## src/rtl/core/onset_attack_decay_envelope_assert.svh

```systemverilog
// assertion macros used by the envelope top module
`ifndef ONSET_ATTACK_DECAY_ENVELOPE_ASSERT_SVH
`define ONSET_ATTACK_DECAY_ENVELOPE_ASSERT_SVH

// same-cycle implication, ignored while reset is high
`define OADE_ASSERT_IMP(label, clk, rst, ante, cons) \
   label: assert property (@(posedge clk) disable iff (rst) (ante) |-> (cons)) \
      else $error("envelope same-cycle check failed");

// next-cycle implication, ignored while reset is high
`define OADE_ASSERT_NEXT(label, clk, rst, ante, cons) \
   label: assert property (@(posedge clk) disable iff (rst) (ante) |=> (cons)) \
      else $error("envelope next-cycle check failed");

`endif

```

## src/rtl/core/oade_pkg.sv

```systemverilog
package oade_pkg;

   // field widths
   localparam int SAMPLE_W   = 24;
   localparam int LEVEL_W    = 24;
   localparam int STEP_W     = 24;
   localparam int FRAC_W     = 23;
   localparam int CSR_ADDR_W = 2;

   // stereo lanes carried on the stream, and default active channel count
   localparam int LANES            = 2;
   localparam int CHANNELS_DEFAULT = 2;

   localparam int REQ_DATA_W = LANES * SAMPLE_W;
   localparam int RSP_DATA_W = LANES * SAMPLE_W + LEVEL_W;

   // q1.23 full scale
   localparam logic [LEVEL_W-1:0] FULL_SCALE = 24'h800000;

   // register reset values
   localparam logic [STEP_W-1:0]  ATTACK_STEP_RESET = 24'd839;
   localparam logic [STEP_W-1:0]  DECAY_STEP_RESET  = 24'd84;
   localparam logic [LEVEL_W-1:0] ONSET_LEVEL_RESET = 24'd0;

   typedef enum logic [1:0] {
      PH_IDLE   = 2'd0,
      PH_ATTACK = 2'd1,
      PH_DECAY  = 2'd2
   } phase_type;

   typedef enum logic {
      OP_SAMPLE  = 1'b0,
      OP_NOTE_ON = 1'b1
   } op_type;

   typedef enum logic [CSR_ADDR_W-1:0] {
      CSR_ATTACK_STEP = 2'd0,
      CSR_DECAY_STEP  = 2'd1,
      CSR_ONSET_LEVEL = 2'd2
   } csr_index_type;

   typedef struct packed {
      logic                  valid;
      logic [CSR_ADDR_W-1:0] index;
      logic [STEP_W-1:0]     data;
   } csr_write_type;

   typedef struct packed {
      phase_type          phase;
      logic [LEVEL_W-1:0] level;
      logic               attack_armed;
   } env_status_type;

endpackage

```

## src/rtl/core/oade_scale.sv

```systemverilog
module oade_scale
   import oade_pkg::*;
(
   input  logic signed [SAMPLE_W-1:0] sample,
   input  logic        [LEVEL_W-1:0]  level,
   output logic signed [SAMPLE_W-1:0] scaled
);

   logic signed [SAMPLE_W+LEVEL_W:0] product;

   // signed sample times unsigned level, floor shift by the fraction width
   assign product = sample * $signed({1'b0, level});
   assign scaled  = product[FRAC_W+SAMPLE_W-1:FRAC_W];

endmodule

```

## src/rtl/core/oade_env_step.sv

```systemverilog
module oade_env_step
   import oade_pkg::*;
(
   input  logic                clock,
   input  logic                reset,
   input  logic                item_accept,
   input  logic                item_op,
   input  csr_write_type       csr,
   output logic [LEVEL_W-1:0]  sample_level,
   output env_status_type      status
);

   phase_type          phase_ff, phase_in, phase_step;
   logic [LEVEL_W-1:0] level_ff, level_in, level_step;
   logic [STEP_W-1:0]  attack_step_ff, attack_step_in;
   logic [STEP_W-1:0]  decay_step_ff, decay_step_in;
   logic [LEVEL_W-1:0] onset_level_ff, onset_level_in;
   logic [LEVEL_W:0]   attack_sum;

   assign attack_sum = {1'b0, level_ff} + {1'b0, attack_step_ff};

   // envelope step for one accepted item
   always_comb begin
      phase_step   = phase_ff;
      level_step   = level_ff;
      sample_level = '0;
      if (item_op == OP_NOTE_ON) begin
         if (attack_step_ff != '0) begin
            level_step = onset_level_ff;
            phase_step = PH_ATTACK;
         end else if (decay_step_ff != '0) begin
            level_step = FULL_SCALE;
            phase_step = PH_DECAY;
         end
      end else begin
         unique case (phase_ff)
            PH_ATTACK: begin
               if (attack_sum >= {1'b0, FULL_SCALE}) begin
                  level_step = FULL_SCALE;
                  phase_step = PH_DECAY;
               end else begin
                  level_step = attack_sum[LEVEL_W-1:0];
               end
               sample_level = level_step;
            end
            PH_DECAY: begin
               if (level_ff <= decay_step_ff) begin
                  level_step = '0;
                  phase_step = PH_IDLE;
               end else begin
                  level_step = level_ff - decay_step_ff;
               end
               sample_level = level_step;
            end
            default: begin
               sample_level = '0;
            end
         endcase
      end
   end

   // item step first, then register writes on top of it
   always_comb begin
      phase_in       = item_accept ? phase_step : phase_ff;
      level_in       = item_accept ? level_step : level_ff;
      attack_step_in = attack_step_ff;
      decay_step_in  = decay_step_ff;
      onset_level_in = onset_level_ff;
      if (csr.valid) begin
         unique case (csr.index)
            CSR_ATTACK_STEP: begin
               attack_step_in = csr.data;
               if (phase_in == PH_ATTACK && csr.data == '0) begin
                  phase_in = PH_IDLE;
               end
            end
            CSR_DECAY_STEP: begin
               decay_step_in = csr.data;
               if (phase_in == PH_DECAY && csr.data == '0) begin
                  phase_in = PH_IDLE;
               end
            end
            CSR_ONSET_LEVEL: begin
               onset_level_in = csr.data;
            end
            default: begin
               attack_step_in = attack_step_ff;
            end
         endcase
      end
   end

   always_ff @(posedge clock) begin
      if (reset) begin
         phase_ff       <= PH_IDLE;
         level_ff       <= '0;
         attack_step_ff <= ATTACK_STEP_RESET;
         decay_step_ff  <= DECAY_STEP_RESET;
         onset_level_ff <= ONSET_LEVEL_RESET;
      end else begin
         phase_ff       <= phase_in;
         level_ff       <= level_in;
         attack_step_ff <= attack_step_in;
         decay_step_ff  <= decay_step_in;
         onset_level_ff <= onset_level_in;
      end
   end

   assign status.phase        = phase_ff;
   assign status.level        = level_ff;
   assign status.attack_armed = (attack_step_ff != '0);

endmodule

```

## src/rtl/core/onset_attack_decay_envelope.sv

```systemverilog
// Linear attack-decay envelope applied to a stereo sample stream.
// req channel: tuser is the opcode (sample tick or note-on), tdata the two
// input samples. A note-on loads the onset level and starts attack (or starts
// decay at full scale when only decay is on) and returns nothing. Each sample
// tick steps the envelope and returns one rsp transfer with both samples
// scaled by the new level and the level itself; in idle the outputs are zero.
// csr channel writes attack_step (0), decay_step (1), onset_level (2); other
// addresses are dropped. csr_ready is always high.
// A sample tick passes the stage register, then the output register, to rsp.
// Throughput: one item per cycle unless rsp_tready stalls the pipeline. The
// envelope update sits in front of a stage register, and one 24x25 multiply
// per lane sits between that stage and the output register.
// Stalls: when rsp_tready is low the result holds and the stage fills; req
// stays open until both the stage and the output register are occupied.
// Reset (synchronous, active high) clears the pipeline, sets phase to idle,
// level to zero and the registers to their defaults.
`include "onset_attack_decay_envelope_assert.svh"

module onset_attack_decay_envelope
   import oade_pkg::*;
#(
   parameter int CHANNELS = CHANNELS_DEFAULT
) (
   input  logic                  clock,
   input  logic                  reset,
   // req: tdata = left_in[23:0], right_in[47:24]; tuser = opcode
   input  logic                  req_tvalid,
   output logic                  req_tready,
   input  logic [REQ_DATA_W-1:0] req_tdata,
   input  logic                  req_tuser,
   // rsp: tdata = left_out[23:0], right_out[47:24], level_out[71:48]
   output logic                  rsp_tvalid,
   input  logic                  rsp_tready,
   output logic [RSP_DATA_W-1:0] rsp_tdata,
   input  logic                  csr_valid,
   output logic                  csr_ready,
   input  logic [CSR_ADDR_W-1:0] csr_addr,
   input  logic [STEP_W-1:0]     csr_wdata
);

   logic                      req_xfer;
   logic                      s1_advance;
   csr_write_type             csr;
   env_status_type            status;
   logic [LEVEL_W-1:0]        sample_level;

   logic                      s1_valid_ff, s1_valid_in;
   logic signed [SAMPLE_W-1:0] s1_sample_ff [LANES];
   logic [LEVEL_W-1:0]        s1_level_ff;
   logic signed [SAMPLE_W-1:0] lane_scaled [LANES];

   logic                      rsp_valid_ff, rsp_valid_in;
   logic [RSP_DATA_W-1:0]     rsp_data_ff, rsp_data_in;

   // handshakes
   assign csr_ready  = 1'b1;
   assign s1_advance = !rsp_valid_ff || rsp_tready;
   assign req_tready = !s1_valid_ff || s1_advance;
   assign req_xfer   = req_tvalid && req_tready;

   assign csr.valid = csr_valid;
   assign csr.index = csr_addr;
   assign csr.data  = csr_wdata;

   // envelope state and registers
   oade_env_step u_step (
      .clock        (clock),
      .reset        (reset),
      .item_accept  (req_xfer),
      .item_op      (req_tuser),
      .csr          (csr),
      .sample_level (sample_level),
      .status       (status)
   );

   // stage register: sample ticks only, note-ons end at the state update
   always_comb begin
      s1_valid_in = s1_valid_ff;
      if (req_tready) begin
         s1_valid_in = req_xfer && (req_tuser == OP_SAMPLE);
      end
   end

   always_ff @(posedge clock) begin
      if (reset) begin
         s1_valid_ff <= 1'b0;
      end else begin
         s1_valid_ff <= s1_valid_in;
      end
   end

   always_ff @(posedge clock) begin
      if (req_xfer) begin
         for (int i = 0; i < LANES; i++) begin
            s1_sample_ff[i] <= req_tdata[i*SAMPLE_W +: SAMPLE_W];
         end
         s1_level_ff <= sample_level;
      end
   end

   // per-lane scaling, lanes past the channel count read zero
   for (genvar i = 0; i < LANES; i++) begin : g_lane
      if (i < CHANNELS) begin : g_active
         oade_scale u_scale (
            .sample (s1_sample_ff[i]),
            .level  (s1_level_ff),
            .scaled (lane_scaled[i])
         );
      end else begin : g_unused
         assign lane_scaled[i] = '0;
      end
   end

   always_comb begin
      for (int i = 0; i < LANES; i++) begin
         rsp_data_in[i*SAMPLE_W +: SAMPLE_W] = lane_scaled[i];
      end
      rsp_data_in[LANES*SAMPLE_W +: LEVEL_W] = s1_level_ff;
   end

   // output register
   always_comb begin
      rsp_valid_in = rsp_valid_ff;
      if (s1_advance) begin
         rsp_valid_in = s1_valid_ff;
      end
   end

   always_ff @(posedge clock) begin
      if (reset) begin
         rsp_valid_ff <= 1'b0;
      end else begin
         rsp_valid_ff <= rsp_valid_in;
      end
   end

   always_ff @(posedge clock) begin
      if (s1_advance && s1_valid_ff) begin
         rsp_data_ff <= rsp_data_in;
      end
   end

   assign rsp_tvalid = rsp_valid_ff;
   assign rsp_tdata  = rsp_data_ff;

   // checks
   `OADE_ASSERT_IMP(a_decay_level_bounded, clock, reset,
      status.phase == PH_DECAY, status.level <= FULL_SCALE)
   `OADE_ASSERT_IMP(a_rsp_level_bounded, clock, reset,
      rsp_valid_ff, rsp_data_ff[LANES*SAMPLE_W +: LEVEL_W] <= FULL_SCALE)
   `OADE_ASSERT_NEXT(a_sample_enters_stage, clock, reset,
      req_xfer && req_tuser == OP_SAMPLE, s1_valid_ff)
   `OADE_ASSERT_NEXT(a_note_on_starts_attack, clock, reset,
      req_xfer && req_tuser == OP_NOTE_ON && status.attack_armed && !csr_valid,
      status.phase == PH_ATTACK)

endmodule

```

## config.mk

```make
export PLATFORM = sky130hd
export DESIGN_NAME = onset_attack_decay_envelope
export DESIGN_NICKNAME = d
export VERILOG_FILES = /design/src/rtl/core/oade_pkg.sv /design/src/rtl/core/oade_scale.sv /design/src/rtl/core/oade_env_step.sv /design/src/rtl/core/onset_attack_decay_envelope.sv
export VERILOG_INCLUDE_DIRS = /design/src /design/src/rtl/core
export SDC_FILE = /design/constraint.sdc
export NUM_CORES = 2
export LEC_CHECK = 0
export ABC_AREA = 1
export BUFFER_PORTS_ARGS = -buffer_cell sky130_fd_sc_hd__buf_2
export CAP_MARGIN = 20
export CORE_MARGIN = 2
export CORE_UTILIZATION = 54
export CTS_BUF_LIST = sky130_fd_sc_hd__clkbuf_8
export DETAILED_ROUTE_END_ITERATION = 10
export GPL_ROUTABILITY_DRIVEN = 0
export PLACE_DENSITY = 0.71
export SETUP_SLACK_MARGIN = 0.02
export SYNTH_ARGS = -nofsm -noshare
export SYNTH_HDL_FRONTEND = slang
export SYNTH_SLANG_ARGS = --single-unit
```

## constraint.sdc

```tcl
create_clock -name clock -period 16.68 [get_ports clock]
set_input_delay 1.668 -clock clock [delete_from_list [all_inputs] [get_ports clock]]
set_output_delay 1.668 -clock clock [all_outputs]
set_load 0.01 [all_outputs]
```

==> metrics.csv <==
stage,metric,value,unit
logic_synthesis,yosysTopAreaCellShare,37.69,%
clocking,cts_tree,built,
routing,antenna_left,0,
final_layout,layout_commonest_cell,inv_1,
logic_synthesis,synth.distinct_cells,53,
setup_path,cp_slowest_cell,edfxtp_1,
setup_path,cp_data_required_time,17.07,ns
global_routing,grt_pass1_wl,235.4,mm
setup_path,cp_data_arrival_time,7.80,ns
clocking,post_cts_buffers,0,
logic_synthesis,synth-edff-count,144,
final_layout,drive_above_1_share,5.270,%
placement,post-place-ws,9.443,ns
setup_path,worstRegToRegCells,25,
routing,drt-pass1-iter-count,6,
flow_run,maxCapViolations,0,
logic_synthesis,syn_area,51200,um^2
global_routing,antenna_found_initial,1,
sta,finalCriticalPeriod,7.411,ns
sta,max_freq,134.9,MHz
setup_path,cpPeakStageDelay,0.72,ns
setup_path,cp-endpoint,rsp_tdata[23],
sta,setup_viol,0,
setup_path,setup.worst_path.start,s1_level_ff[18],
logic_synthesis,synth_mux_area_share,0,%
global_routing,first_global_vias,44170,
routing,vias_per_cell,5.375,
logic_synthesis,synth_xor_area_share,1.334,%
placement,place_area,52950,um^2
logic_synthesis,avgSynthCellArea,7.843,um^2
sta,final_hold_viol_count,0,
logic_synthesis,synth-main-ff-cell,edfxtp_1,
sta,holdWs,0.4394,ns
logic_synthesis,synth-simple-area-share,16.96,%
final_layout,final_cell_mix,"inv_1, nand2_1, fa_1",
setup_path,crit_fanout,38,
die,die_y,311.9,um
routing,routed_wl,145.9,mm
final_layout,syn2layout_area_growth,5.660,%
sta,max_slew_margin,21.15,%
clocking,cts_made_buffers,47,
clocking,clock_latency,0.70,ns
setup_path,worst-r2r-setup-slack,9.27,ns
sta,timing.final.crit_share,44.43,%
logic_synthesis,synth_compound_area_share,5.533,%
die,rows,112,
final_layout,fin_area,54090,um^2
global_routing,grt_overflow,0,
sta,tightestPinTransition,1.183,ns
setup_path,timing.rr.end,rsp_tdata[23],
setup_path,worst_setup_path_start_kind,flip-flop,
clocking,path_clk_slew,0.07,ns
clocking,post_cts_resized,0,
clocking,root_buffer,clkbuf_8,
placement,port_buffers,153,
final_layout,nets,7991,
logic_synthesis,syn_inst,6528,
placement,dp_hpwl,111.2,mm
die,die_x,311.9,um
logic_synthesis,yosysSeqAreaShare,12.36,%
global_routing,grt_use_total,30.64,%
clocking,cts.sinks,244,
logic_synthesis,synth_top_family_by_area,adder cells,
logic_synthesis,syn_nets,7992,
die,io_pins,155,
setup_path,crit_type,reg2reg,
setup_path,timing.rr.start,s1_level_ff[18],
sta,report.final.slew_viol_count,0,
routing,drc_errors,0,
routing,via_count,42040,
die,die_area,97290,um^2
logic_synthesis,synthAdderAreaFrac,47.96,%
min_path,hold_path_depth,0,
clocking,cts_hold_buf,0,
die,core_area,93610,um^2
logic_synthesis,synth_area_leader_cell,fa_1,
logic_synthesis,synth-async-reset-ratio,0,%
clocking,clk_path_buf_depth,3,
routing,drt-initial-drc-count,3725,
sta,timing.final.ws_setup,9.269,ns
logic_synthesis,netlist_top_cells_area,"fa_1, inv_1, nand2_1",
setup_path,endpoint_kind,flip-flop,
logic_synthesis,synth-seq-cells,244,
min_path,holdCritPathClass,reg2reg,
sta,rsz0062_at_grt,false,
routing,routedWlPerCell,18.65,um
die,start_util,54.69,%
clocking,htreeDepth,2,
status,status,finished clean,
logic_synthesis,synth-warning-count,0,
sta,setup_tns,0,ns
final_layout,fillCellCount,8606,
sta,skew,0.05392,ns
global_routing,grt_max_degree,62,
registers in the layout, summed over array words and instances (netlist names):
register	count
rsp_tdata	72
s1_valid_ff	1
rsp_tvalid	1
u_step.phase_ff	2
u_step.onset_level_ff	24
u_step.level_ff	24
u_step.attack_step_ff	24
s1_sample_ff	48
u_step.decay_step_ff	24
s1_level_ff	24
routing by layer:
layer	track usage, %	up-vias	share of wire, %
li1	-	18990	-
met2	49.98	2110	46
met1	41.16	20570	40
met3	5.850	369	10
met4	10.25	2	3.5
met5	0.6770	-	0.047
worst max-delay path, delay by kind of cell (launching register included):
family / cells / cell delay (ns)
xor gates and xnor gates: 1 / 0.15
and+or+nand+nor: 7 / 1.13
adders and majority gates: 8 / 3.87
DFF: 1 / 0.72
buffers and inverters: 8 / 1.10
AOI/OAI and AO/OA: 1 / 0.13
cell usage after synthesis (3+ instances only):
cell      number
a211oi_1       5
a21boi_0       3
a21o_1        11
a21oi_1      280
a21oi_2        4
a31oi_1       16
and3_1         4
buf_1         39
buf_2          5
buf_6          3
clkbuf_1     215
dfxtp_1      100
edfxtp_1     144
fa_1         964
ha_1         420
inv_1       1870
inv_2          4
nand2_1     1591
nand2_2        9
nand3_1      161
nand3_2       10
nand3b_1       5
nand4_1       21
nor2_1       282
nor2_2         5
nor3_1        26
nor4_1        24
o211ai_1      23
o21a_1        14
o21ai_0      128
o21ai_1        4
o21bai_1      16
o221ai_1       3
o31ai_1        4
or2_1          3
or2_2         14
xnor2_1       20
xor2_1        58
final cells by class:
class | count | area (um^2) | area share, %
Antenna cell | 1 | 2.502 | 0.004626
Clock inverter | 35 | 276.5 | 0.5112
Sequential cell | 244 | 6326 | 11.69
Multi-Input combinational cell | 4141 | 36780 | 67.99
Tap cell | 1254 | 1569 | 2.900
Clock buffer | 53 | 729.5 | 1.348
Timing Repair Buffer | 216 | 1359 | 2.512
Inverter | 1877 | 7054 | 13.04
logic make-up after synthesis:
kind of cell | Yosys count
simple gates | 2163
buf+inv | 2143
fa+ha+maj | 1384
compound gates | 515
flops | 244
xor+xnor | 78
other cells | 1
worst min path at each step:
stage	startpoint	endpoint	slack [ns]
2_1_floorplan	s1_level_ff[0]	rsp_tdata[48]	0.42
3_3_place_gp	s1_level_ff[22]	rsp_tdata[70]	0.43
3_5_place_dp	s1_level_ff[19]	rsp_tdata[67]	0.43
4_1_cts	s1_level_ff[19]	rsp_tdata[67]	0.44
5_1_grt	s1_level_ff[19]	rsp_tdata[67]	0.45
6_report	s1_level_ff[19]	rsp_tdata[67]	0.44
stage by stage:
stage               util, %  std cells
floorplan                 -       6528
global placement      56.53       7726
detailed placement    56.56       7727
global route          57.79       7821
finish                57.79       7821
CTS                   57.64       7815
Power is left out: the tool's default activity adds up to more than one toggle a clock period on the data nets, which glitch-free logic cannot reach.
